### config.mk
export PLATFORM = sky130hd
export DESIGN_NAME = bb3_win
export DESIGN_NICKNAME = d
export VERILOG_FILES = /design/src/rtl/bb3_pkg.sv /design/src/rtl/bb3_win.sv
export SDC_FILE = /design/constraint.sdc
export NUM_CORES = 1
export LEC_CHECK = 0
export ABC_AREA = 1
export BUFFER_PORTS_ARGS = -buffer_cell sky130_fd_sc_hd__buf_4
export CAP_MARGIN = 20
export CORE_ASPECT_RATIO = 0.9
export CORE_MARGIN = 3
export CORE_UTILIZATION = 45
export DETAILED_ROUTE_END_ITERATION = 8
export PLACE_DENSITY_LB_ADDON = 0.15
export SLEW_MARGIN = 20
export SYNTH_ARGS = -nofsm -noshare
export SYNTH_HDL_FRONTEND = slang
export SYNTH_SLANG_ARGS = --single-unit
export TNS_END_PERCENT = 50
### constraint.sdc
create_clock -name clk -period 8.8 [get_ports clk]
set_input_delay 0 -clock clk [delete_from_list [all_inputs] [get_ports clk]]
set_output_delay 0 -clock clk [all_outputs]
set_load 0.01 [all_outputs]
### src/rtl/bb3_pkg.sv
// bb3_pkg: shared types, constants and helpers for the 3x3 RGB box blur.
// No dependencies; every other file but bb3_ram refers to it by scoped names.

package bb3_pkg;

  // Pixel layout
  localparam int BYTE_W    = 8;
  localparam int CH_N      = 3;
  localparam int RGB_W     = CH_N * BYTE_W;
  localparam int DATA_W    = 32;
  localparam int COL_SUM_W = 10;  // three bytes
  localparam int WIN_SUM_W = 12;  // nine bytes

  // Configuration registers
  localparam int FW_W        = 11;
  localparam int FH_W        = 13;
  localparam int ADDR_W      = 3;
  localparam int REG_SEL_BIT = 2;
  localparam logic REG_FRAME_WIDTH  = 1'b0;
  localparam logic REG_FRAME_HEIGHT = 1'b1;
  localparam logic [FW_W-1:0] FW_RESET = 11'd640;
  localparam logic [FH_W-1:0] FH_RESET = 13'd480;

  // Input beat kinds
  localparam logic ACT_PIXEL = 1'b0;
  localparam logic ACT_PAD   = 1'b1;

  localparam logic [BYTE_W-1:0] ALPHA_OPAQUE = 8'hFF;

  // Divide by nine: multiply by ceil(2^16 / 9), exact for sums up to 9 * 255
  localparam int RECIP_W    = 13;
  localparam int PROD_W     = WIN_SUM_W + RECIP_W;
  localparam int DIV9_SHIFT = 16;
  localparam logic [RECIP_W-1:0] DIV9_RECIP = 13'd7282;

  typedef logic [RGB_W-1:0] rgb_t;

  // Current column of the window, as the front end hands it over
  typedef struct packed {
    logic col0;
    logic emit;
    logic last;
    rgb_t top;
    rgb_t mid;
    rgb_t bot;
  } bb3_cur_t;

  // Window sums of one result
  typedef struct packed {
    logic                                last;
    logic [CH_N-1:0][WIN_SUM_W-1:0]      sum;
  } bb3_sum_t;

  // Channel 0 is red, 1 green, 2 blue
  function automatic logic [BYTE_W-1:0] chan(input rgb_t px, input int ch);
    return px[RGB_W-1-BYTE_W*ch -: BYTE_W];
  endfunction

  function automatic logic [BYTE_W-1:0] div9(input logic [WIN_SUM_W-1:0] s);
    logic [PROD_W-1:0] p;
    p = {{RECIP_W{1'b0}}, s} * {{WIN_SUM_W{1'b0}}, DIV9_RECIP};
    return p[DIV9_SHIFT +: BYTE_W];
  endfunction

endpackage

### src/rtl/bb3_win.sv
// bb3_win: 3x3 window held as per-column channel sums, and the sum register.
// Depends on bb3_pkg.

module bb3_win (
  input  logic              clk,
  input  logic              rst_n,
  input  logic              clear,
  input  logic              s1_valid,
  input  bb3_pkg::bb3_cur_t s1_cur,
  output logic              s2_rdy,
  input  logic              s3_rdy,
  output logic              s2_valid,
  output bb3_pkg::bb3_sum_t s2_sum
);

  localparam int CH_N = bb3_pkg::CH_N;
  localparam int CS_W = bb3_pkg::COL_SUM_W;
  localparam int WS_W = bb3_pkg::WIN_SUM_W;

  logic [CH_N-1:0][CS_W-1:0] win_a_r, win_a_nxt, win_b_r, win_b_nxt, cur_sum;
  logic [CH_N-1:0][WS_W-1:0] tot;
  logic                      s1_fire;
  logic                      s2_valid_r, s2_valid_nxt;
  bb3_pkg::bb3_sum_t         s2_r;

  assign s2_rdy  = !s2_valid_r || s3_rdy;
  assign s1_fire = s1_valid && s2_rdy;

  // Column sum of the new column and the window total
  always_comb begin
    for (int ch = 0; ch < CH_N; ch++) begin
      cur_sum[ch] = CS_W'(bb3_pkg::chan(s1_cur.top, ch))
                  + CS_W'(bb3_pkg::chan(s1_cur.mid, ch))
                  + CS_W'(bb3_pkg::chan(s1_cur.bot, ch));
      tot[ch] = WS_W'(win_a_r[ch]) + WS_W'(win_b_r[ch])
              + (s1_cur.col0 ? {WS_W{1'b0}} : WS_W'(cur_sum[ch]));
    end
  end

  // Shift the window; a new row starts with an empty left column
  always_comb begin
    win_a_nxt = win_a_r;
    win_b_nxt = win_b_r;
    if (clear || (s1_fire && s1_cur.last)) begin
      win_a_nxt = '0;
      win_b_nxt = '0;
    end else if (s1_fire) begin
      win_a_nxt = s1_cur.col0 ? '0 : win_b_r;
      win_b_nxt = cur_sum;
    end
  end

  always_ff @(posedge clk) begin
    if (!rst_n) begin
      win_a_r <= '0;
      win_b_r <= '0;
    end else begin
      win_a_r <= win_a_nxt;
      win_b_r <= win_b_nxt;
    end
  end

  // Sum register: only beats that produce a result move on
  always_comb begin
    s2_valid_nxt = s2_valid_r;
    if (s1_fire) begin
      s2_valid_nxt = s1_cur.emit;
    end else if (s3_rdy) begin
      s2_valid_nxt = 1'b0;
    end
  end

  always_ff @(posedge clk) begin
    if (!rst_n) begin
      s2_valid_r <= 1'b0;
    end else begin
      s2_valid_r <= s2_valid_nxt;
    end
  end

  always_ff @(posedge clk) begin
    if (s1_fire && s1_cur.emit) begin
      s2_r.last <= s1_cur.last;
      s2_r.sum  <= tot;
    end
  end

  assign s2_valid = s2_valid_r;
  assign s2_sum   = s2_r;

endmodule

==> flow_metrics.py <==
metrics = {
    "clocking": {
        "tritoncts_num_sinks": 98,
        "cts_tree": "built",
        "clkSlewWorstSetupHoldPaths_ns": 0.07,
        "cts_inserted_buffers": 9,
        "count_of_cells_resized_by_post_cts_repair": 0,
        "cts.htree.levels": 3,
        "cts_root_buffer": "clkbuf_16",
        "max-clock-path-buffers": 2,
        "worst_skew_pair.late_latency_ns": 0.35,
    },
    "placement": {
        "place_hpwl_um": 12100,
        "place_area_um2": 8330,
        "buffer_ports.inserted": 118,
        "gp_congestion": 0.890,
    },
    "sta": {
        "fin_worst_skew_ns": 0.0148,
        "setup_viol_count_final": 0,
        "worst_pin_slew_ns": 0.704,
        "finalHoldWorstSlack_ns": 0.0864,
        "max_fclk_mhz": 295,
        "rsz0062_at_grt": "false",
        "slew_viol_final": 0,
        "timing.final.crit_period_ns": 3.39,
        "setup_tns_ns": 0,
        "hold_violations": 0,
        "min_period_over_period_pct": 38.6,
        "max_slew_margin_pct": 52.8,
    },
    "synth": {
        "yosys.cell_count.top_type": "inv_1",
        "async_set_reset_flop_share_out_of_synthesis_pct": 0,
        "synth_top_area_share_pct": 16.8,
        "synth_warn": 0,
        "synth_seq_cells": 98,
        "synth-edff-count": 37,
        "synth_instances": 910,
        "synth_mux_area_share_pct": 0,
        "synth_simple_gate_area_share_pct": 19.1,
        "synth-adder-area-share_pct": 24.8,
        "largest_cells_by_area_after_synthesis": "dfxtp_1 17%, fa_1 17%, edfxtp_1 15%",
        "xor_xnor_portion_of_the_synthesized_cell_area_pct": 2.05,
        "synth.distinct_cells": 24,
        "post-synth-top-area-cell": "dfxtp_1",
        "dominant_combinational_cell_family_by_area_after_synthesis": "adder cells",
        "post_synth_instance_area_um2": 7270,
        "synth.cells.most_frequent": "181 x inv_1, 172 x nand2_1, 90 x a21oi_1",
        "seq_area_frac_synth_pct": 32.1,
        "synth_compound_area_share_pct": 11.1,
        "synth_area_per_cell_um2": 7.99,
        "dominantRegCellSynth": "dfxtp_1",
        "syn-num-nets": 1098,
    },
    "worst_setup_path": {
        "reg2reg_to": "s2_sum[31]",
        "timing.rr.start": "win_a_r[21]",
        "crit_path_max_incr_delay_ns": 0.55,
        "r2r_slack_ns": 6.30,
        "cp.arrival_ns": 3.50,
        "timing.critical_path.mode_cell": "nand3_1",
        "cp-end-kind": "flop",
        "cp.required_ns": 8.91,
        "worstPathCellList": "buf_4 -> inv_1 -> fa_1 -> inv_1 -> ha_1 -> fa_1 -> nand2_1 -> nand3_1 -> nand3_1 -> nand3_1 -> a21oi_1 -> fa_1 -> ha_1 -> inv_1 -> o21ai_0 -> a21oi_1 -> nand3_1 -> nand2_1 -> nand2_1",
        "reg2reg_depth": 7,
        "criticalPathCategory": "in2reg",
        "critical_path.max_fanout": 3,
        "timing.critical_path.from_type": "primary input",
        "critical-path-slowest-cell": "fa_1",
    },
    "route": {
        "drt_pass1_iterations": 5,
        "wl_per_cell_um": 13.0,
        "detail_route.wirelength_um": 16000,
        "routed-via-count": 6090,
        "final_antenna_net_count": 0,
        "vias_per_cell": 4.96,
        "drtIter0Drc": 406,
        "detail_route.drc_violations": 0,
    },
    "global_route": {
        "met3_resource_use_gr_pct": 3.51,
        "gr-total-overflow": 0,
        "groute.layer.met1.usage_pct": 29.9,
        "grt_util_met2_pct": 26.6,
        "antenna_found_initial": 0,
        "first_global_vias": 5697,
        "grt_busiest_layer": "met1",
        "groute.usage.overall_pct": 18.9,
        "grt_first_pass_wirelength_um": 27400,
        "grt_max_degree": 72,
    },
    "power": {
        "leakage_nw": 4.32,
        "vdd_drop_max_v": 0.000108,
        "power_density_nw_per_um2": 163,
    },
    "outcome": {
        "outcome": "finished clean",
    },
    "final_layout": {
        "layout.nets": 1209,
        "layout-drive-gt1-share_pct": 14.2,
        "antenna-diode-count": 0,
        "finalInstanceArea_um2": 8670,
        "flow.area_growth_from_synthesis_pct": 19.2,
    },
    "floorplanning": {
        "die-area_um2": 17700,
        "ios": 119,
        "floorplan.die.height_um": 127,
        "floorplan.initialDensity_pct": 46.6,
        "placement_rows": 43,
        "coreArea_um2": 15600,
        "die_w_um": 140,
    },
    "hold_path": {
        "min_from": "s1_cur[73]",
        "worstHoldPathType": "in2reg",
        "worst_hold_path.endpoint": "s2_valid",
        "min_path_cells": 5,
    },
    "run": {
        "drv_cap": 0,
    },
}
per-stage QoR:
stage | utilization [%] | cells | power, mW | setup slack (ns)
after global routing | 55.5 | 1228 | 1.52 | 5.14
after global placement | 53.4 | 1209 | 1.02 | 5.12
after floorplan | - | 910 | 0.868 | 5.55
final | 55.5 | 1228 | 1.42 | 5.41
after CTS | 55.4 | 1227 | 1.43 | 5.45
after detailed placement | 53.4 | 1209 | 1.02 | 5.08
cells by family after synthesis:
family                   Yosys count
AO/OA/AOI/OAI                    153
buffers and inverters            206
adder cells (fa/ha/maj)          108
flip-flops                        98
XOR/XNOR                          17
AND/OR/NAND/NOR                  328
worst max-delay path by stage:
stage          startpoint    endpoint  slack (ns)  depth (start not counted)
3_3_place_gp    s1_cur[1]  s2_sum[34]        5.12                         19
6_report        s1_cur[1]  s2_sum[34]        5.41                         19
2_1_floorplan   s1_cur[9]  s2_sum[22]        5.55                         18
3_5_place_dp    s1_cur[1]  s2_sum[34]        5.08                         19
4_1_cts         s1_cur[1]  s2_sum[34]        5.45                         19
5_1_grt         s1_cur[1]  s2_sum[34]        5.14                         19
critical path, delay by kind of cell:
kind	cells	cell delay, ns
AND/OR/NAND/NOR	7	0.62
adder cells (fa/ha/maj)	5	2.03
buffers and inverters	4	0.28
AO/OA/AOI/OAI	3	0.57
power by group:
part / switching (mW) / internal, mW / total (mW)
Sequential: 0.0126 / 0.508 / 0.521
Combinational: 0.296 / 0.198 / 0.494
Clock: 0.178 / 0.224 / 0.402
area by class of cell:
cell class                      instances  area (um2)
Clock inverter                          6        70.1
Inverter                              182         683
Timing Repair Buffer                  124         948
Clock buffer                           10         229
Sequential cell                        98        2330
Multi-Input combinational cell        606        4150
Tap cell                              202         253
Fill cell                            1481        6940
repair_timing:
action / in CTS / in global routing
buffers inserted: 0 / 0
endpoints found under the setup margin: 0 / 0
hold buffers: 2 / 0
endpoints found under the hold margin: 2 / 0
sequential cells by signal (all words and copies together), names as in the netlist:
register,flops
s2_valid,1
win_b_r,30
s2_sum,37
win_a_r,30
cell usage in the layout, fill, tap and decap left out, drive strengths merged:
cell type	count
nand3	77
edfxtp	37
or2	6
xnor2	3
nand2	172
inv	185
xor2	14
nor3	11
clkbuf	10
o2111ai	2
nand3b	5
a21oi	91
fa	60
bufinv	1
nor2	54
buf	122
dfxtp	61
clkinv	1
dlygate4sd3	2
nand4	3
a211oi	5
clkinvlp	1
o21ai	51
o21bai	4
ha	48
metal layers:
metal	up-vias	share of wire [%]
li1	3129	-
met1	2805	53
met2	143	41
met3	13	5.3
met4	0	1.1
met5	-	0
Note: power is estimated with default switching activity, not from simulation.
