[src/rtl/bb3_pkg.sv]
// bb3_pkg: shared types, constants and helpers for the 3x3 RGB box blur.
// No dependencies; every other file but bb3_ram refers to it by scoped names.

package bb3_pkg;

  // Pixel layout
  localparam int BYTE_W    = 8;
  localparam int CH_N      = 3;
  localparam int RGB_W     = CH_N * BYTE_W;
  localparam int DATA_W    = 32;
  localparam int COL_SUM_W = 10;  // three bytes
  localparam int WIN_SUM_W = 12;  // nine bytes

  // Configuration registers
  localparam int FW_W        = 11;
  localparam int FH_W        = 13;
  localparam int ADDR_W      = 3;
  localparam int REG_SEL_BIT = 2;
  localparam logic REG_FRAME_WIDTH  = 1'b0;
  localparam logic REG_FRAME_HEIGHT = 1'b1;
  localparam logic [FW_W-1:0] FW_RESET = 11'd640;
  localparam logic [FH_W-1:0] FH_RESET = 13'd480;

  // Input beat kinds
  localparam logic ACT_PIXEL = 1'b0;
  localparam logic ACT_PAD   = 1'b1;

  localparam logic [BYTE_W-1:0] ALPHA_OPAQUE = 8'hFF;

  // Divide by nine: multiply by ceil(2^16 / 9), exact for sums up to 9 * 255
  localparam int RECIP_W    = 13;
  localparam int PROD_W     = WIN_SUM_W + RECIP_W;
  localparam int DIV9_SHIFT = 16;
  localparam logic [RECIP_W-1:0] DIV9_RECIP = 13'd7282;

  typedef logic [RGB_W-1:0] rgb_t;

  // Current column of the window, as the front end hands it over
  typedef struct packed {
    logic col0;
    logic emit;
    logic last;
    rgb_t top;
    rgb_t mid;
    rgb_t bot;
  } bb3_cur_t;

  // Window sums of one result
  typedef struct packed {
    logic                                last;
    logic [CH_N-1:0][WIN_SUM_W-1:0]      sum;
  } bb3_sum_t;

  // Channel 0 is red, 1 green, 2 blue
  function automatic logic [BYTE_W-1:0] chan(input rgb_t px, input int ch);
    return px[RGB_W-1-BYTE_W*ch -: BYTE_W];
  endfunction

  function automatic logic [BYTE_W-1:0] div9(input logic [WIN_SUM_W-1:0] s);
    logic [PROD_W-1:0] p;
    p = {{RECIP_W{1'b0}}, s} * {{WIN_SUM_W{1'b0}}, DIV9_RECIP};
    return p[DIV9_SHIFT +: BYTE_W];
  endfunction

endpackage

[src/rtl/bb3_seq.sv]
// bb3_seq: front end of the blur - raster counters, line store access with
// write bypass, and the input register. Depends on bb3_pkg.

module bb3_seq #(
  parameter int MAX_LINE = 1024,
  parameter int MAX_ROWS = 4096
) (
  input  logic                        clk,
  input  logic                        rst_n,
  input  logic                        restart,
  input  logic [bb3_pkg::FW_W-1:0]    frame_width,
  input  logic [bb3_pkg::FH_W-1:0]    frame_height,
  input  logic                        in_valid,
  output logic                        in_ready,
  input  logic                        in_action,
  input  logic [bb3_pkg::DATA_W-1:0]  in_source_pixel,
  input  logic                        s2_rdy,
  output logic                        rd_en,
  output logic [$clog2(MAX_LINE)-1:0] rd_addr,
  input  bb3_pkg::rgb_t               older_q,
  input  bb3_pkg::rgb_t               newer_q,
  output logic                        wr_en,
  output logic [$clog2(MAX_LINE)-1:0] wr_addr,
  output bb3_pkg::rgb_t               wr_older,
  output bb3_pkg::rgb_t               wr_newer,
  output logic                        s1_valid,
  output bb3_pkg::bb3_cur_t           s1_cur
);

  localparam int COL_W  = $clog2(MAX_LINE);
  localparam int W_W    = $clog2(MAX_LINE + 1);
  localparam int H_W    = $clog2(MAX_ROWS + 1);
  localparam int ROW_W  = $clog2(MAX_ROWS + 2);
  localparam int OROW_W = $clog2(MAX_ROWS + 1);

  logic [W_W-1:0]    eff_w;
  logic [H_W-1:0]    eff_h;
  logic [COL_W-1:0]  col_r, col_nxt, ocol_r, ocol_nxt;
  logic [ROW_W-1:0]  row_r, row_nxt;
  logic [OROW_W-1:0] orow_r, orow_nxt;
  logic              row_lt_h, row_le_h, row_ge1, row_ge2, col0;
  logic              ignore, take, emit, last, col_wrap, ocol_wrap, orow_end;
  logic              s1_fire, fwd_hit;
  bb3_pkg::rgb_t     pix, older_raw, newer_raw;

  logic              s1_valid_r, s1_valid_nxt;
  logic [COL_W-1:0]  s1_col_r;
  bb3_pkg::rgb_t     s1_pix_r, s1_fwd_older_r, s1_fwd_newer_r;
  logic              s1_col0_r, s1_use_older_r, s1_use_newer_r, s1_emit_r, s1_last_r;
  logic              s1_fwd_r;

  // Clamp the frame size registers to the supported range
  always_comb begin
    if (frame_width == '0) begin
      eff_w = W_W'(1);
    end else if (32'(frame_width) > 32'(MAX_LINE)) begin
      eff_w = W_W'(MAX_LINE);
    end else begin
      eff_w = W_W'(frame_width);
    end
    if (frame_height == '0) begin
      eff_h = H_W'(1);
    end else if (32'(frame_height) > 32'(MAX_ROWS)) begin
      eff_h = H_W'(MAX_ROWS);
    end else begin
      eff_h = H_W'(frame_height);
    end
  end

  // Decode the raster position
  assign row_lt_h  = 32'(row_r) < 32'(eff_h);
  assign row_le_h  = 32'(row_r) <= 32'(eff_h);
  assign row_ge1   = row_r != '0;
  assign row_ge2   = 32'(row_r) >= 32'd2;
  assign col0      = col_r == '0;
  assign col_wrap  = 32'(col_r) + 32'd1 >= 32'(eff_w);
  assign ocol_wrap = 32'(ocol_r) + 32'd1 >= 32'(eff_w);
  assign orow_end  = 32'(orow_r) + 32'd1 >= 32'(eff_h);
  assign emit      = col0 ? row_ge2 : row_ge1;
  assign last      = emit && ocol_wrap && orow_end;

  // Handshake: pads inside the frame are taken and dropped
  assign s1_fire  = s1_valid_r && s2_rdy;
  assign in_ready = !s1_valid_r || s2_rdy;
  assign ignore   = (in_action == bb3_pkg::ACT_PAD) && row_lt_h;
  assign take     = in_valid && in_ready && !ignore;
  assign pix      = row_lt_h ? in_source_pixel[bb3_pkg::DATA_W-1 -: bb3_pkg::RGB_W] : '0;

  // Advance counters; frame end and register writes restart the frame
  always_comb begin
    col_nxt  = col_r;
    row_nxt  = row_r;
    ocol_nxt = ocol_r;
    orow_nxt = orow_r;
    if (restart || (take && last)) begin
      col_nxt  = '0;
      row_nxt  = '0;
      ocol_nxt = '0;
      orow_nxt = '0;
    end else if (take) begin
      if (col_wrap) begin
        col_nxt = '0;
        row_nxt = row_r + ROW_W'(1);
      end else begin
        col_nxt = col_r + COL_W'(1);
      end
      if (emit) begin
        if (ocol_wrap) begin
          ocol_nxt = '0;
          orow_nxt = orow_r + OROW_W'(1);
        end else begin
          ocol_nxt = ocol_r + COL_W'(1);
        end
      end
    end
  end

  always_ff @(posedge clk) begin
    if (!rst_n) begin
      col_r  <= '0;
      row_r  <= '0;
      ocol_r <= '0;
      orow_r <= '0;
    end else begin
      col_r  <= col_nxt;
      row_r  <= row_nxt;
      ocol_r <= ocol_nxt;
      orow_r <= orow_nxt;
    end
  end

  // Line store data, bypassing a write that lands on the edge of the read
  assign older_raw = s1_fwd_r ? s1_fwd_older_r : older_q;
  assign newer_raw = s1_fwd_r ? s1_fwd_newer_r : newer_q;
  assign fwd_hit   = s1_fire && (s1_col_r == col_r);

  // Read at acceptance, shift the column down one row when the beat leaves
  assign rd_en    = take;
  assign rd_addr  = col_r;
  assign wr_en    = s1_fire;
  assign wr_addr  = s1_col_r;
  assign wr_older = newer_raw;
  assign wr_newer = s1_pix_r;

  // Input register
  always_comb begin
    s1_valid_nxt = s1_valid_r;
    if (take) begin
      s1_valid_nxt = 1'b1;
    end else if (s1_fire) begin
      s1_valid_nxt = 1'b0;
    end
  end

  always_ff @(posedge clk) begin
    if (!rst_n) begin
      s1_valid_r <= 1'b0;
    end else begin
      s1_valid_r <= s1_valid_nxt;
    end
  end

  always_ff @(posedge clk) begin
    if (take) begin
      s1_col_r       <= col_r;
      s1_pix_r       <= pix;
      s1_col0_r      <= col0;
      s1_use_older_r <= row_ge2;
      s1_use_newer_r <= row_ge1 && row_le_h;
      s1_emit_r      <= emit;
      s1_last_r      <= last;
      s1_fwd_r       <= fwd_hit;
      s1_fwd_older_r <= newer_raw;
      s1_fwd_newer_r <= s1_pix_r;
    end
  end

  // Mask rows above the top edge and hand the column over
  always_comb begin
    s1_cur.col0 = s1_col0_r;
    s1_cur.emit = s1_emit_r;
    s1_cur.last = s1_last_r;
    s1_cur.top  = s1_use_older_r ? older_raw : '0;
    s1_cur.mid  = s1_use_newer_r ? newer_raw : '0;
    s1_cur.bot  = s1_pix_r;
  end

  assign s1_valid = s1_valid_r;

endmodule

[config.mk]
export PLATFORM = sky130hd
export DESIGN_NAME = bb3_seq
export DESIGN_NICKNAME = d
export VERILOG_FILES = /design/src/rtl/bb3_pkg.sv /design/src/rtl/bb3_seq.sv
export SDC_FILE = /design/constraint.sdc
export NUM_CORES = 1
export LEC_CHECK = 0
export BUFFER_PORTS_ARGS = -buffer_cell sky130_fd_sc_hd__buf_2
export CORE_MARGIN = 5
export CORE_UTILIZATION = 46
export DETAILED_ROUTE_END_ITERATION = 10
export PLACE_DENSITY = 0.86
export SETUP_SLACK_MARGIN = 0.15
export SLEW_MARGIN = 20
export SYNTH_ARGS = -nofsm -noshare
export SYNTH_HDL_FRONTEND = slang
export SYNTH_SLANG_ARGS = --single-unit
[constraint.sdc]
create_clock -name clk -period 6.47 [get_ports clk]
set_input_delay 1.294 -clock clk [delete_from_list [all_inputs] [get_ports clk]]
set_output_delay 1.294 -clock clk [all_outputs]
set_load 0.1 [all_outputs]
==> results of run 1 <==
==> registers in the layout, indices dropped and copies added (netlist names) <==
name            count
s1_fwd_r            1
s1_fwd_newer_r     24
ocol_r             10
wr_addr            10
s1_col0_r           1
s1_emit_r           1
rd_addr            10
s1_valid            1
wr_newer           24
s1_use_newer_r      1
s1_use_older_r      1
s1_last_r           1
s1_fwd_older_r     24
row_r              13
orow_r             13
==> cell usage in the layout (no fill, tap or decap), types with 4 or more instances in the layout <==
master	netlist	layout
clkbuf_16	0	17
and3_1	14	14
inv_6	0	5
buf_2	4	248
and2_1	49	49
edfxtp_1	88	88
nor4_1	13	13
a31oi_1	7	7
o21ai_0	22	22
ha_1	55	55
nand4_1	13	13
nor2b_1	31	31
or3_1	4	4
nand2_1	64	64
buf_4	30	5
nand3_1	31	31
nand3b_1	10	10
xor2_1	19	19
a21oi_1	41	41
mux2_2	24	24
nor2_1	44	44
dfxtp_1	47	47
nor3_1	11	11
xnor2_1	29	29
mux2i_1	27	27
inv_1	13	13
a21o_1	9	9
==> worst min-delay path, cell delays in order, from the launching register on <==
cell,delay [ns]
dfxtp_1,0.31
nand2_1,0.05
a21oi_1,0.05
==> worst min-delay path by stage <==
stage | to | slack [ns] | cells past startpoint
after floorplan | orow_r[12] | 0.43 | 2
after global placement | orow_r[12] | 0.44 | 2
after detailed placement | orow_r[12] | 0.45 | 2
after CTS | orow_r[12] | 0.46 | 2
after global routing | s1_fwd_newer_r[4] | 0.47 | 0
final | orow_r[12] | 0.46 | 2
==> power by group through the flow <==
stage	logic [W]	clock network (W)	registers [W]
floorplan	0.000341	0	0.00104
global placement	0.000492	0	0.000980
detailed placement	0.000499	0	0.000982
CTS	0.000500	0.000990	0.000963
global route	0.000518	0.00103	0.000965
finish	0.000499	0.000972	0.000963
==> per-stage QoR <==
| step | total power, W | utilization |
|---|---|---|
| 6_report | 0.00244 | 0.579 |
| 3_3_place_gp | 0.00147 | 0.543 |
| 4_1_cts | 0.00245 | 0.579 |
| 5_1_grt | 0.00251 | 0.579 |
| 3_5_place_dp | 0.00148 | 0.543 |
| 2_1_floorplan | 0.00138 | - |
==> routing by layer <==
metal  vias up  wire (um)  track usage
met2       269      10600        0.370
li1       3097          -            -
met4         2        688       0.0831
met5         -         15            0
met3        41       1640       0.0566
met1      3090       8420        0.248
==> cell families after synthesis <==
family / Yosys count
fa+ha+maj: 55
buf+inv: 70
mux: 51
compound gates: 98
flops: 135
simple gates: 294
xor+xnor: 48
==> cell type report <==
| cell class | count | area, um2 |
|---|---|---|
| clock buffers | 17 | 425 |
| clock inverters | 15 | 166 |
| fillers | 1381 | 6950 |
| inverters | 15 | 58.8 |
| multi-input cells | 546 | 3780 |
| flip-flops and latches | 135 | 3580 |
| well taps | 220 | 275 |
| repair buffers | 253 | 1280 |
==> cell usage after synthesis (all sizes together), types with 7 or more instances <==
cell type	instances	share of area
clkbuf	21	0.011
mux2i	27	0.035
edfxtp	88	0.34
xor2	19	0.021
nor2	44	0.021
ha	55	0.089
nor3	11	0.0071
o21ai	24	0.016
buf	34	0.032
nand3	31	0.020
a21oi	41	0.026
nand2	64	0.031
mux2	24	0.035
a21o	9	0.0087
nor2b	31	0.025
nor4	13	0.011
inv	13	0.0063
and3	14	0.011
nand4	13	0.011
a31oi	7	0.0057
and2	49	0.040
nand3b	10	0.0097
dfxtp	47	0.12
xnor2	29	0.033
==> qor.txt, run 1 <==
# resized after CTS: 0
Synth Area per Inst: 10.3 um2
CP top delay family: buffers and inverters
worst hold path type: flop to flop
#FFs+latches synth: 135
share of layout cells above drive strength 1: 0.319
number of H-tree levels: 4
initial antenna violation count: 1
pre-CTS setup slack: 1.60 ns
post-synthesis sequential area ratio: 0.463
I/O Pins: 257
Crit path arrival time: 3.60 ns
status: complete, no violations
Area Overhead vs Synth: 23.6%
clock root buffer master: clkbuf_16
DR WL/cell: 17.7 um
Worst-Skew Late Latency: 0.42 ns
fin. max-slew vios: 0
Post-synth EDFFs: 88
Layout Nets: 1133
FF-to-FF End: row_r[9]
Compound-Gate Fraction of Synth Area: 0.0751
routability cong.: 0.883
TritonCTS buffer count: 17
Switch Pwr: 0.000818 W
dpl cells: 1169
Ys Warns: 0
final hold viol count: 0
Reg2Reg Depth: 12
Async SR Flop Fraction: 0
Mapped Nets: 916
Critical Path Max Stage Delay: 0.49 ns
Most common cell on crit path: buf_2
Flop pwr share: 0.396
Synth Area in XOR/XNOR: 0.0543
clock share of power: 0.399
RSZ-0062 raised after global routing: false
postcts setup bufs: 0
Finished Cell Area: 0.00957 mm2
slowest CP cell: buf_2
synth unique cells: 46
largest family of logic cells by synthesized area: simple AND/OR/NAND/NOR gates
fmax: 0.204 GHz
DRC: 0
first-pass GRT wire length: 33400 um
Synth Area in Adders: 0.0889
vias after detailed routing: 6499
I/O Buffers: 248
All-Layer GR Usage: 0.212
r2r setup slk: 2.45 ns
Worst-Margin Slew: 1.06 ns
crit path from: frame_height[12]
Non-Filler Instances: 1201
hold-fix buffers at CTS: 0
Post-Route WL: 21300 um
# rows: 47
vias in the first global route: 6261
post-DP HPWL: 16500 um
Core Box Area: 0.0165 mm2
Final Cycle Share: 0.756
CTS clk-pin slew, worst paths: 0.06 ns
Pleak: 4.19 nW
CP max FO: 23
PwrDens: 254 mW/mm2
maximum root-to-sink buffer count: 2
synthesized area: 0.00774 mm2
Pint: 0.00162 W
Die Y: 140 um
crit-path cells: buf_2 -> inv_1 -> nand2_1 -> ha_1 -> a21oi_1 -> o21ai_0 -> a211o_1 -> o211ai_2 -> inv_4 -> buf_2
Die X: 140 um
Final TNS setup: 0 ns
final antenna-violating net count: 0
post-synthesis mux area share: 0.0698
antenna cells: 0
Comb pwr share: 0.205
Top FF cell, synth: edfxtp_1
Post-Synth Simple-Gate Area: 0.200
die area: 0.0195 mm2
Placed Area: 0.00898 mm2
Worst setup endpoint: rd_en
CP Launch Type: primary input
Max Cap Viol: 0
Hold WS: 0.458 ns
clock sinks: 135
CP required: 5.18 ns
Starting Density: 0.469
# setup viols final: 0
Slew HR: 0.295
first-pass iteration count of the detailed router: 5
vias per std cell: 5.41
Sw Share: 0.336
final global-route overflow total: 0
CP Buf/Inv Count: 4
hold_sp: orow_r[12]
reg2reg start: ocol_r[2]
critical path depth: 10
Final min period: 4.89 ns
CP Class: primary input to output port
largest net degree at the start of global routing: 85
Max VDD drop: 0.160 mV
Worst setup EP type: output port
fin worst setup slack: 1.58 ns
TritonCTS clock tree: yes
final clock skew: 0.0101 ns
DRT iter0 DRCs: 466
Syn Inst Count: 751
Note: power is estimated with default switching activity, not from simulation.
==> run 2, diff against run 1 <==
==> constraint.sdc (replaced) <==
create_clock -name clk -period 4.4 [get_ports clk]
set_input_delay 0.88 -clock clk [delete_from_list [all_inputs] [get_ports clk]]
set_output_delay 0.88 -clock clk [all_outputs]
set_load 0.1 [all_outputs]
==> run 2 against run 1 <==
Hold slack about the same. Total power increased by 47%. Worst setup slack got worse by 1.2 ns. First-iteration DRC count decreased by 6.9%. Critical path type unchanged. Flip-flop and latch count unchanged. Critical path depth unchanged.
==> qor.txt, run 2 (synthesis gave the netlist of run 1 again) <==
status: complete, no violations
dpl cells: 1173
first-pass GRT wire length: 32900 um
# rows: 47
critical path depth: 10
I/O Pins: 257
PwrDens: 373 mW/mm2
Layout Nets: 1137
maximum root-to-sink buffer count: 2
Final min period: 4.06 ns
Reg2Reg Depth: 14
multi-input combinational cell area: 0.00378 mm2
Most common cell on crit path: buf_2
# resized after CTS: 0
Max Cap Viol: 0
CP Buf/Inv Count: 4
routability cong.: 0.904
Worst-Margin Slew: 0.950 ns
final global-route overflow total: 0
final hold viol count: 0
area taken by flip-flops and latches: 0.00358 mm2
Die X: 140 um
CP Class: primary input to output port
vias in the first global route: 6199
final clock skew: 0.0102 ns
vias per std cell: 5.34
fmax: 0.246 GHz
All-Layer GR Usage: 0.211
CP top delay family: compound AO/OA/AOI/OAI gates
Worst-Skew Late Latency: 0.42 ns
crit-path cells: buf_2 -> inv_1 -> nand2_1 -> ha_1 -> a21oi_1 -> o21ai_0 -> a211o_1 -> o211ai_2 -> inv_4 -> buf_2
CP required: 3.52 ns
Die Y: 140 um
Critical Path Max Stage Delay: 0.35 ns
fin util: 0.581
clock sinks: 135
RSZ-0062 raised after global routing: false
largest net degree at the start of global routing: 54
Post-Route WL: 21100 um
DR WL/cell: 17.5 um
Core Box Area: 0.0165 mm2
Min-Delay Path Depth: 0
FILL cells: 1384
clock root buffer master: clkbuf_16
most frequent cells in the layout: buf_2 (248), edfxtp_1 (88), nand2_1 (64)
Final TNS setup: 0 ns
fin. max-slew vios: 0
Max VDD drop: 0.253 mV
worst hold path type: flop to flop
TritonCTS buffer count: 17
vias after detailed routing: 6435
I/O Buffers: 248
Area Overhead vs Synth: 24.0%
slowest CP cell: a211o_1
initial antenna violation count: 3
Slew HR: 0.367
share of layout cells above drive strength 1: 0.322
Pleak: 4.21 nW
postcts setup bufs: 0
hold-fix buffers at CTS: 0
commonest non-fill, non-tap cell in the layout: buf_2
Crit path arrival time: 3.18 ns
CP Launch Type: primary input
CTS clk-pin slew, worst paths: 0.06 ns
Worst setup EP type: output port
final antenna-violating net count: 0
Final Cycle Share: 0.924
DRC: 0
first-pass iteration count of the detailed router: 5
TritonCTS clock tree: yes
die area: 0.0195 mm2
CP max FO: 12
Non-Filler Instances: 1206
number of H-tree levels: 4
post-DP HPWL: 16200 um
# setup viols final: 0
Power Total: 0.00358 W
DRT iter0 DRCs: 434
Starting Density: 0.469
-- run 2: final timing paths --
check,from,to,slack [ns]
min reg2reg,wr_newer[18],s1_fwd_newer_r[18],0.46
max,frame_height[12],rd_en,0.34
max reg2reg,orow_r[0],orow_r[6],0.65
min,wr_newer[18],s1_fwd_newer_r[18],0.46
-- run 2: layout make-up --
type,instances,share of cell area
Inverter,15,0.00612
Clock inverter,14,0.0167
Tap cell,220,0.0287
Clock buffer,18,0.0447
Sequential cell,135,0.373
Timing Repair Buffer,257,0.136
Multi-Input combinational cell,546,0.394
Antenna cell,1,0.000261
-- run 2: report_power, final --
part	total (W)	leakage (nW)	internal, W	switching [W]
logic	0.000736	2.71	0.000136	0.000601
registers	0.00141	1.21	0.00139	0.0000197
clock network	0.00143	0.283	0.000849	0.000580
total	0.00358	4.21	0.00238	0.00120
-- run 2: worst register-to-register path, cell delays in order (launching register included) --
cell     delay, ns
dfxtp_1       0.43
ha_1          0.27
nand3_1       0.20
nor2_1        0.24
nand3_1       0.22
nor2_1        0.18
xor2_1        0.10
ha_1          0.19
a21o_1        0.16
a21oi_1       0.13
o31ai_1       0.08
a211o_1       0.41
or4_4         0.51
or4_1         0.42
a21oi_1       0.13
-- run 2: per-layer routing --
metal	GRT usage	share of wire
met5	0	0.0013
met4	0.0704	0.022
met3	0.0638	0.080
met2	0.368	0.51
met1	0.247	0.39
-- run 2: stage by stage --
step           setup slack [ns]  instance area (um2)  hold slack, ns
2_1_floorplan             0.365                 7750           0.432
3_3_place_gp              0.508                 9010           0.441
3_5_place_dp              0.431                 9010           0.449
4_1_cts                   0.392                 9600           0.464
5_1_grt                   0.237                 9600           0.469
6_report                  0.335                 9600           0.458
