## src/rtl/bb3_pkg.sv

```systemverilog
// bb3_pkg: shared types, constants and helpers for the 3x3 RGB box blur.
// No dependencies; every other file but bb3_ram refers to it by scoped names.

package bb3_pkg;

  // Pixel layout
  localparam int BYTE_W    = 8;
  localparam int CH_N      = 3;
  localparam int RGB_W     = CH_N * BYTE_W;
  localparam int DATA_W    = 32;
  localparam int COL_SUM_W = 10;  // three bytes
  localparam int WIN_SUM_W = 12;  // nine bytes

  // Configuration registers
  localparam int FW_W        = 11;
  localparam int FH_W        = 13;
  localparam int ADDR_W      = 3;
  localparam int REG_SEL_BIT = 2;
  localparam logic REG_FRAME_WIDTH  = 1'b0;
  localparam logic REG_FRAME_HEIGHT = 1'b1;
  localparam logic [FW_W-1:0] FW_RESET = 11'd640;
  localparam logic [FH_W-1:0] FH_RESET = 13'd480;

  // Input beat kinds
  localparam logic ACT_PIXEL = 1'b0;
  localparam logic ACT_PAD   = 1'b1;

  localparam logic [BYTE_W-1:0] ALPHA_OPAQUE = 8'hFF;

  // Divide by nine: multiply by ceil(2^16 / 9), exact for sums up to 9 * 255
  localparam int RECIP_W    = 13;
  localparam int PROD_W     = WIN_SUM_W + RECIP_W;
  localparam int DIV9_SHIFT = 16;
  localparam logic [RECIP_W-1:0] DIV9_RECIP = 13'd7282;

  typedef logic [RGB_W-1:0] rgb_t;

  // Current column of the window, as the front end hands it over
  typedef struct packed {
    logic col0;
    logic emit;
    logic last;
    rgb_t top;
    rgb_t mid;
    rgb_t bot;
  } bb3_cur_t;

  // Window sums of one result
  typedef struct packed {
    logic                                last;
    logic [CH_N-1:0][WIN_SUM_W-1:0]      sum;
  } bb3_sum_t;

  // Channel 0 is red, 1 green, 2 blue
  function automatic logic [BYTE_W-1:0] chan(input rgb_t px, input int ch);
    return px[RGB_W-1-BYTE_W*ch -: BYTE_W];
  endfunction

  function automatic logic [BYTE_W-1:0] div9(input logic [WIN_SUM_W-1:0] s);
    logic [PROD_W-1:0] p;
    p = {{RECIP_W{1'b0}}, s} * {{WIN_SUM_W{1'b0}}, DIV9_RECIP};
    return p[DIV9_SHIFT +: BYTE_W];
  endfunction

endpackage

```

## src/rtl/bb3_div.sv

```systemverilog
// bb3_div: divide the window sums by nine, pack RGBA and hold the result beat.
// Depends on bb3_pkg.

module bb3_div (
  input  logic                       clk,
  input  logic                       rst_n,
  input  logic                       s2_valid,
  input  bb3_pkg::bb3_sum_t          s2_sum,
  output logic                       s3_rdy,
  output logic                       out_valid,
  input  logic                       out_ready,
  output logic [bb3_pkg::DATA_W-1:0] out_blurred_pixel,
  output logic                       out_last_of_frame
);

  logic                       s2_fire;
  logic                       out_valid_r, out_valid_nxt;
  logic [bb3_pkg::DATA_W-1:0] pixel_nxt, pixel_r;
  logic                       last_r;

  assign s3_rdy  = !out_valid_r || out_ready;
  assign s2_fire = s2_valid && s3_rdy;

  // Average each channel and set alpha opaque
  assign pixel_nxt = {bb3_pkg::div9(s2_sum.sum[0]),
                      bb3_pkg::div9(s2_sum.sum[1]),
                      bb3_pkg::div9(s2_sum.sum[2]),
                      bb3_pkg::ALPHA_OPAQUE};

  // Output register: hold while stalled
  always_comb begin
    out_valid_nxt = out_valid_r;
    if (s2_fire) begin
      out_valid_nxt = 1'b1;
    end else if (out_ready) begin
      out_valid_nxt = 1'b0;
    end
  end

  always_ff @(posedge clk) begin
    if (!rst_n) begin
      out_valid_r <= 1'b0;
    end else begin
      out_valid_r <= out_valid_nxt;
    end
  end

  always_ff @(posedge clk) begin
    if (s2_fire) begin
      pixel_r <= pixel_nxt;
      last_r  <= s2_sum.last;
    end
  end

  assign out_valid         = out_valid_r;
  assign out_blurred_pixel = pixel_r;
  assign out_last_of_frame = last_r;

endmodule

```

## config.mk

```make
export PLATFORM = sky130hd
export DESIGN_NAME = bb3_div
export DESIGN_NICKNAME = d
export VERILOG_FILES = /design/src/rtl/bb3_pkg.sv /design/src/rtl/bb3_div.sv
export SDC_FILE = /design/constraint.sdc
export NUM_CORES = 1
export LEC_CHECK = 0
export BUFFER_PORTS_ARGS = -buffer_cell sky130_fd_sc_hd__clkbuf_2
export CAP_MARGIN = 20
export CORE_AREA = 2 2 109 111
export CTS_CLUSTER_SIZE = 8
export DETAILED_ROUTE_END_ITERATION = 8
export DIE_AREA = 0 0 111 113
export PLACE_DENSITY = 0.79
export SKIP_CTS_REPAIR_TIMING = 1
export SLEW_MARGIN = 40
export SYNTH_ARGS = -nofsm -noshare
export SYNTH_HDL_FRONTEND = slang
export SYNTH_SLANG_ARGS = --single-unit
```

## constraint.sdc

```tcl
create_clock -name clk -period 7.1 [get_ports clk]
set_input_delay 1.775 -clock clk [delete_from_list [all_inputs] [get_ports clk]]
set_output_delay 1.775 -clock clk [all_outputs]
set_load 0.02 [all_outputs]
```

==> impl_metrics.csv, run 1 <==
group,metric,value,unit
routing,drt_iter0_markers,129,
timing,hold_slack,538,ps
power_and_ir_drop,vdd_drop_max,239,uV
clock_network,cts.sink_count,26,
floorplan,pin_count,76,
clock_network,clk_pin_slew_worst_paths,70,ps
worst_setup_path,reg2reg_depth,2,
floorplan,core_area,11300,um2
global_route,grt_pass1_vias,5257,
flow_run,cap_violations,0,
synthesis,synth_edf_count,25,
clock_network,cts_buffers,3,
timing,skew,3.83,ps
routing,route.detailed.drc,0,
synthesis,synth_area_leaders,"ha_1 36%, fa_1 25%, edfxtp_1 11%",
global_route,grt_pass1_wl,23100,um
placed_design,place_ws,555,ps
synthesis,synth_seq_cells,26,
timing,post-route-period-util,88.2,%
placed_design,portBuffers,67,
routing,drt-vias-per-instance,5.37,
routing,dr.pass1.iters,4,
timing,drv_slew,0,
layout,n_antenna_cell,0,
synthesis,syn_avg_cell_area,10.4,um2
layout,drive_above_1_share,11.6,%
global_route,grt_max_degree,26,
status,status,"completed",
global_route,overflow,0,
worst_setup_path,crit_type,"in2reg",
timing,final_hold_viol_count,0,
power_and_ir_drop,powerDensity,373,nW/um2
timing,rsz0062_at_grt,"false",
synthesis,netlist_area,6870,um2
clock_network,cts.root.buffer_cell,"clkbuf_16",
placed_design,hpwl,12400,um
worst_setup_path,start_kind,"input pin",
routing,wire_per_inst,15.2,um
clock_network,cts_tree,"yes",
floorplan,rows,39,
clock_network,cts-htree-levels,1,
timing,max_freq,160,MHz
placed_design,gp_congestion,0.927,
timing,relSlewSlack,58.5,%
clock_network,clk_path_buf_depth,2,
timing,setup_tns,0,ps
floorplan,dieArea,12500,um2
global_route,grt_use_total,22.7,%
synthesis,yosysWarnings,0,
worst_setup_path,arrival,6340,ps
routing,totalWireLength,13300,um
synthesis,synth_cell_types,46,
hold_path,worst_hold_path.num_cells,2,
synthesis,yosysMostFrequentCell,"ha_1",
global_route,antenna_found_initial,0,
synthesis,synth_top_area_share,36.2,%
floorplan,start_util,61.0,%
timing,worst_slew_pin_slew,621,ps
timing,setup_ws,841,ps
floorplan,die_h,113,um
routing,drtAntennaViolNets,0,
synthesis,synth_common_cells,"199 x ha_1, 178 x inv_1, 87 x fa_1",
synthesis,syn-instance-count,663,
timing,layout_min_cycle_time,6260,ps
layout,area_growth,8.54,%
floorplan,die_x,111,um
worst_setup_path,cp.required,7180,ps
routing,vias,4705,
layout,final_nets,1061,
hold_path,hold_class,"reg2reg",
power_and_ir_drop,p_leak,4.23,nW
synthesis,seq_area_frac_synth,11.2,%
timing,setup_violations,0,
synthesis,synth_top_area_cell,"ha_1",
synthesis,async_reset_ff_share,0,%
clock_network,worstSkewPairLatency,270,ps
worst_setup_path,endpoint_kind,"flop",
worst_setup_path,crit_path_max_fanout,3,
synthesis,ys.flop_type,"edfxtp_1",
[routing by layer]
layer  GRT usage, %  routed length [um]  vias up
met4           8.83                 437        0
li1               -                   -     2284
met1           25.6                5350     2278
met2           44.3                7120      112
met3           1.98                 422       31
met5              0                   0        -
[final timing paths]
path,start,endpoint,slack [ps]
max,s2_sum[25],out_blurred_pixel[12]$_DFFE_PP_,840
min,out_valid$_SDFFE_PN0P_,out_valid$_SDFFE_PN0P_,540
max reg2reg,out_valid$_SDFFE_PN0P_,out_blurred_pixel[20]$_DFFE_PP_,5770
min reg2reg,out_valid$_SDFFE_PN0P_,out_valid$_SDFFE_PN0P_,540
[stage by stage]
step	cells	utilization [%]	power, W	instance area, um2
floorplan	670	-	0.00207	6900
global placement	872	65.2	0.00249	7350
detailed placement	872	65.3	0.00261	7360
CTS	876	66.2	0.00280	7460
global route	876	66.2	0.00312	7460
finish	876	66.2	0.00278	7460
[flip-flops by register name (all words and copies together), names as in the netlist]
| name | flops |
|---|---|
| out_blurred_pixel | 24 |
| out_last_of_frame | 1 |
| out_valid | 1 |
[placed cells by master, fill, tap and decap left out, types with 5 or more instances in the layout]
cell type	n
edfxtp_1	25
nor2_1	13
clkbuf_2	67
inv_1	178
a21o_1	10
a21oi_1	20
a31oi_1	5
nor2b_1	5
xor2_1	12
ha_1	199
nand2_1	11
fa_1	87
conb_1	8
xnor2_1	23
o21ai_0	8
nor3_1	5
[where the power goes]
group	switching, W	internal [W]	leakage [nW]
Clock	0.0000531	0.000112	0.0511
Combinational	0.00130	0.000965	3.93
Sequential	0.0000264	0.000320	0.250
[cell type report]
cell class / count / area (um2)
repair buffers: 67 / 335
fillers: 887 / 3810
clock inverters: 1 / 30.0
clock buffers: 3 / 75.1
inverters: 178 / 668
multi-input cells: 458 / 5400
flip-flops and latches: 26 / 771
well taps: 143 / 179
[worst max-delay path, stage by stage]
cell and delay, ps:
clkbuf_2 120, inv_1 70, fa_1 540, inv_1 60
ha_1 290, inv_1 60, fa_1 500, inv_1 50
fa_1 500, inv_1 60, fa_1 530, inv_1 40
ha_1 310, a21oi_2 130, o21ai_1 80, a21o_1 220
a221oi_4 380, nor2_2 80, or4_1 420, o311ai_1 110
[logic make-up after synthesis]
family                     share of synthesized area (%)
xor gates and xnor gates                            4.46
buffers and inverters                               10.6
muxes                                              0.164
other                                             0.0546
adders and majority gates                           61.6
AOI/OAI and AO/OA                                   7.85
DFF                                                 11.2
and+or+nand+nor                                     4.11
(Power assumes the default switching activity.)
==> run 2, diff against run 1 <==
--- a/config.mk
+++ b/config.mk
@@ -7,10 +7,10 @@
 export LEC_CHECK = 0
 export BUFFER_PORTS_ARGS = -buffer_cell sky130_fd_sc_hd__clkbuf_2
 export CAP_MARGIN = 20
-export CORE_AREA = 2 2 109 111
+export CORE_AREA = 2 2 104 116
 export CTS_CLUSTER_SIZE = 8
 export DETAILED_ROUTE_END_ITERATION = 8
-export DIE_AREA = 0 0 111 113
+export DIE_AREA = 0 0 106 118
 export PLACE_DENSITY = 0.79
 export SKIP_CTS_REPAIR_TIMING = 1
 export SLEW_MARGIN = 40
==> run 2 against run 1 <==
Against the previous run: routed wire length shrank 7.5%; largest power group unchanged; global-route usage shrank 1.2 points; critical endpoint unchanged; utilization shrank 0.30 points; die area shrank 0.28%; flip-flop and latch count is the same; critical path type unchanged.
==> impl_metrics.csv, run 2 (synthesis results as in run 1) <==
group,metric,value,unit
status,status,"completed",
power_and_ir_drop,finalPower,0.00275,W
worst_setup_path,endpoint_kind,"flop",
power_and_ir_drop,p_leak,4.23,nW
placed_design,portBuffers,67,
floorplan,die_h,118,um
clock_network,worstSkewPairLatency,260,ps
floorplan,die_x,106,um
floorplan,dieArea,12500,um2
global_route,grt_max_degree,26,
worst_setup_path,crit_type,"in2reg",
global_route,overflow,0,
worst_setup_path,crit_path_cell_trace,"clkbuf_2 -> inv_1 -> fa_1 -> inv_1 -> ha_1 -> inv_1 -> fa_1 -> inv_1 -> fa_1 -> inv_1 -> fa_1 -> inv_1 -> ha_1 -> a21oi_2 -> o21ai_1 -> a21o_1 -> a221oi_4 -> nor2_2 -> or4_1 -> o311ai_1",
routing,drt-vias-per-instance,5.19,
power_and_ir_drop,powerDensity,369,nW/um2
clock_network,cts.sink_count,26,
power_and_ir_drop,pwr-share-seq,12.3,%
layout,drive_above_1_share,11.6,%
power_and_ir_drop,power.internal,0.00139,W
layout,largest_reg_flops,24,
worst_setup_path,slowest_stage,"fa_1",
layout,n_antenna_cell,0,
timing,setup_tns,0,ps
timing,skew,2.92,ps
worst_setup_path,start_kind,"input pin",
global_route,antenna_found_initial,0,
clock_network,clk_path_buf_depth,2,
routing,totalWireLength,12300,um
power_and_ir_drop,power_switching,0.00136,W
routing,dr.pass1.iters,4,
global_route,grt_pass1_wl,22100,um
clock_network,clk_pin_slew_worst_paths,60,ps
placed_design,gp_congestion,0.905,
floorplan,pin_count,76,
power_and_ir_drop,p_clk_share,5.9,%
placed_design,hpwl,11600,um
layout,final_nets,1061,
routing,drt_iter0_markers,122,
timing,final_hold_viol_count,0,
worst_setup_path,critPathBufInv,7,
timing,drv_slew,0,
clock_network,cts-htree-levels,1,
clock_network,cts_buffers,3,
layout,area_growth,8.66,%
worst_setup_path,cp_common_cell,"inv_1",
worst_setup_path,cp.required,7170,ps
routing,drtAntennaViolNets,0,
routing,route.detailed.drc,0,
floorplan,start_util,60.6,%
timing,setup_violations,0,
floorplan,rows,41,
clock_network,cts.root.buffer_cell,"clkbuf_16",
power_and_ir_drop,p_comb_share,81.8,%
flow_run,cap_violations,0,
routing,vias,4584,
worst_setup_path,rrSetupSlack,5810,ps
clock_network,cts_tree,"yes",
worst_setup_path,arrival,6310,ps
timing,post-route-period-util,87.8,%
layout,num-fill-cells,895,
hold_path,hold_class,"reg2reg",
global_route,grt_pass1_vias,5014,
timing,max_freq,160,MHz
worst_setup_path,crit_family,"adder cells",
routing,wire_per_inst,14.0,um
worst_setup_path,crit_path_max_fanout,3,
timing,relSlewSlack,61.5,%
timing,layout_min_cycle_time,6240,ps
global_route,grt_use_total,21.4,%
worst_setup_path,crit_path_max_incr_delay,540,ps
timing,rsz0062_at_grt,"false",
layout,final_cell_mix,"199 x ha_1, 178 x inv_1, 87 x fa_1",
power_and_ir_drop,vdd_drop_max,331,uV
power_and_ir_drop,switching_share,49.5,%
timing,worst_slew_pin_slew,577,ps
floorplan,core_area,11300,um2
layout,final_common_cell,"ha_1",
## run 2: final timing paths
check | startpoint | end | depth (start not counted)
setup / recovery | s2_sum[25] | out_blurred_pixel[12]$_DFFE_PP_ | 20
hold / removal | out_valid$_SDFFE_PN0P_ | out_valid$_SDFFE_PN0P_ | 2
setup reg to reg | out_valid$_SDFFE_PN0P_ | out_blurred_pixel[17]$_DFFE_PP_ | 2
hold reg to reg | out_valid$_SDFFE_PN0P_ | out_valid$_SDFFE_PN0P_ | 2
## run 2: metrics by stage
stage | cell area [um2] | util [%] | cells | hold WS (ps) | setup WS, ps
after global placement | 7360 | 64.9 | 879 | 506 | 713
after detailed placement | 7360 | 65.0 | 879 | 519 | 590
after CTS | 7470 | 65.9 | 883 | 530 | 848
after global routing | 7470 | 65.9 | 883 | 583 | 621
final | 7470 | 65.9 | 883 | 525 | 863
after floorplan | 6900 | - | 670 | 750 | 981
## run 2: worst register-to-register path, delay by kind of cell (launching register included)
kind             cells  cell delay, ps
DFF                  1             310
and+or+nand+nor      2             620
## run 2: routing by layer
metal,vias up,track usage (%),routed length [um]
li1,2285,-,-
met1,2213,27.5,5450
met2,78,39.6,6410
met3,8,2.49,396
met4,0,2.55,66
met5,-,0,0
## run 2: power by group through the flow
stage | sequential (W) | clock (W) | combinational, W
floorplan | 0.000432 | 0 | 0.00163
global route | 0.000346 | 0.000171 | 0.00259
detailed placement | 0.000341 | 0 | 0.00225
finish | 0.000337 | 0.000163 | 0.00225
global placement | 0.000342 | 0 | 0.00215
CTS | 0.000339 | 0.000165 | 0.00227
## run 2: cell type report
class	instances	area, um2	area share, %
clock buffer	3	75.1	1.01
clock inverter	1	30.0	0.402
multi-input combinational	458	5400	72.3
sequential	26	771	10.3
inverter	178	668	8.94
timing repair buffer	67	335	4.49
tap	150	188	2.51
==> run 3, diff against run 2 <==
--- a/config.mk
+++ b/config.mk
@@ -5,7 +5,7 @@
 export SDC_FILE = /design/constraint.sdc
 export NUM_CORES = 1
 export LEC_CHECK = 0
-export BUFFER_PORTS_ARGS = -buffer_cell sky130_fd_sc_hd__clkbuf_2
+export BUFFER_PORTS_ARGS = -buffer_cell sky130_fd_sc_hd__buf_4
 export CAP_MARGIN = 20
 export CORE_AREA = 2 2 104 116
 export CTS_CLUSTER_SIZE = 8
==> run 3 against run 2 <==
Against the previous run: clock power about the same; via count decreased by 0.98%; total power increased by 2.4%; sequential power increased by 1%; routed wire length increased by 4.4%; first-iteration DRC count decreased by 11%; combinational power increased by 3%; utilization increased by 1.5 points; register-to-register slack got worse by 20 ps; clock skew increased by 2.4 ps; critical path type unchanged; largest power group unchanged.
==> impl_metrics.csv, run 3 (synthesis results as in run 1) <==
group,metric,value,unit
status,status,"completed",
routing,met3WireLength,290,um
timing,layout_min_cycle_time,6230,ps
hold_path,hold_class,"reg2reg",
floorplan,rows,41,
timing,final_hold_viol_count,0,
timing,rsz0062_at_grt,"false",
routing,totalWireLength,12900,um
worst_setup_path,endpoint_kind,"flop",
layout,num-fill-cells,816,
timing,worst_slew_pin_slew,593,ps
clock_network,worstSkewPairLatency,260,ps
clock_network,cts.sink_count,26,
global_route,overflow,0,
power_and_ir_drop,pwr-share-seq,12.1,%
placed_design,hpwl,11900,um
floorplan,start_util,60.6,%
timing,max_freq,160,MHz
routing,top_layer,"met4",
layout,multi_input_area,5400,um2
power_and_ir_drop,p_clk_share,5.8,%
global_route,antenna_found_initial,0,
global_route,grt_use_total,22.4,%
clock_network,cts_tree,"yes",
floorplan,die_h,118,um
layout,drive_above_1_share,11.6,%
floorplan,die_x,106,um
clock_network,cts_buffers,3,
routing,drtAntennaViolNets,0,
global_route,grt_pass1_wl,22800,um
layout,n_antenna_cell,0,
timing,setup_violations,0,
clock_network,clk_path_buf_depth,2,
worst_setup_path,critPathLaunch,"s2_sum[25]",
routing,vias,4539,
routing,dr.pass1.iters,4,
layout,area_growth,11.1,%
timing,post-route-period-util,87.8,%
timing,relSlewSlack,60.5,%
power_and_ir_drop,p_leak,4.27,nW
power_and_ir_drop,vdd_drop_max,289,uV
worst_setup_path,arrival,6310,ps
layout,largest_reg_flops,24,
layout,final_cell_mix,"199 x ha_1, 178 x inv_1, 87 x fa_1",
layout,area.sequential,771,um2
worst_setup_path,r2r_start,"out_valid$_SDFFE_PN0P_",
timing,drv_slew,0,
global_route,grt_max_degree,26,
worst_setup_path,cp.required,7180,ps
power_and_ir_drop,switching_share,48.8,%
routing,route.detailed.drc,0,
power_and_ir_drop,powerDensity,369,nW/um2
routing,wl_met2,6670,um
placed_design,place_ws,675,ps
worst_setup_path,start_kind,"input pin",
clock_network,cts-htree-levels,1,
hold_path,min_from,"out_valid$_SDFFE_PN0P_",
routing,drt_iter0_markers,109,
clock_network,cts.root.buffer_cell,"clkbuf_16",
timing,setup_tns,0,ps
routing,wire_per_inst,14.6,um
layout,final_common_cell,"ha_1",
timing,setup_ws,867,ps
power_and_ir_drop,power_switching,0.00138,W
power_and_ir_drop,p_comb_share,82.1,%
flow_run,cap_violations,0,
layout,final_nets,1061,
placed_design,gp_congestion,0.908,
worst_setup_path,crit_type,"in2reg",
clock_network,clk_pin_slew_worst_paths,60,ps
global_route,grt_pass1_vias,5161,
power_and_ir_drop,finalPower,0.00282,W
timing,skew,5.32,ps
floorplan,pin_count,76,
routing,drt-vias-per-instance,5.14,
worst_setup_path,crit_path_max_fanout,3,
routing,routedLengthMet1,5720,um
floorplan,dieArea,12500,um2
power_and_ir_drop,power.internal,0.00144,W
placed_design,portBuffers,67,
floorplan,core_area,11300,um2
## run 3: cell types whose count changed in the layout (fill, tap and decap cells not counted), sizes merged
cell,change
buf,+67
clkbuf,-67
## run 3: stage by stage
stage	cell area [um2]	hold WS, ps	util (%)	std cells
after floorplan	6900	750	-	670
after detailed placement	7530	540	66.4	879
after CTS	7640	549	67.4	883
after global routing	7640	573	67.4	883
after global placement	7530	510	66.4	879
final	7640	547	67.4	883
## run 3: critical path, stage by stage
cell      delay (ps)
buf_4            100
inv_1             50
fa_1             520
inv_1             60
ha_1             290
inv_1             60
fa_1             500
inv_1             50
fa_1             500
inv_1             70
fa_1             550
inv_1             40
ha_1             320
a21oi_2          140
o21ai_1           90
a21o_1           220
a221oi_4         370
nor2_2            80
or4_1            410
o311ai_1         100
## run 3: layout make-up
type	count	area share, %
Clock buffer	3	0.983
Sequential cell	26	10.1
Inverter	178	8.75
Timing Repair Buffer	67	6.59
Clock inverter	1	0.393
Tap cell	150	2.46
Multi-Input combinational cell	458	70.7
## run 3: final timing paths
check | end | slack (ps) | cells past startpoint
setup / recovery | out_blurred_pixel[12]$_DFFE_PP_ | 870 | 20
hold / removal | out_valid$_SDFFE_PN0P_ | 550 | 2
setup reg to reg | out_blurred_pixel[17]$_DFFE_PP_ | 5790 | 2
hold reg to reg | out_valid$_SDFFE_PN0P_ | 550 | 2
## run 3: routing by layer
metal	global-route usage [%]	vias up
met4	3.45	0
met2	41.3	78
met1	28.6	2160
li1	-	2282
met5	0	-
met3	2.49	19
## run 3: power by group through the flow
| stage | sequential [W] | combinational, W | clock [W] |
|---|---|---|---|
| 6_report | 0.000341 | 0.00231 | 0.000164 |
| 5_1_grt | 0.000348 | 0.00265 | 0.000173 |
| 4_1_cts | 0.000342 | 0.00233 | 0.000166 |
| 3_5_place_dp | 0.000344 | 0.00230 | 0 |
| 3_3_place_gp | 0.000345 | 0.00220 | 0 |
| 2_1_floorplan | 0.000432 | 0.00163 | 0 |
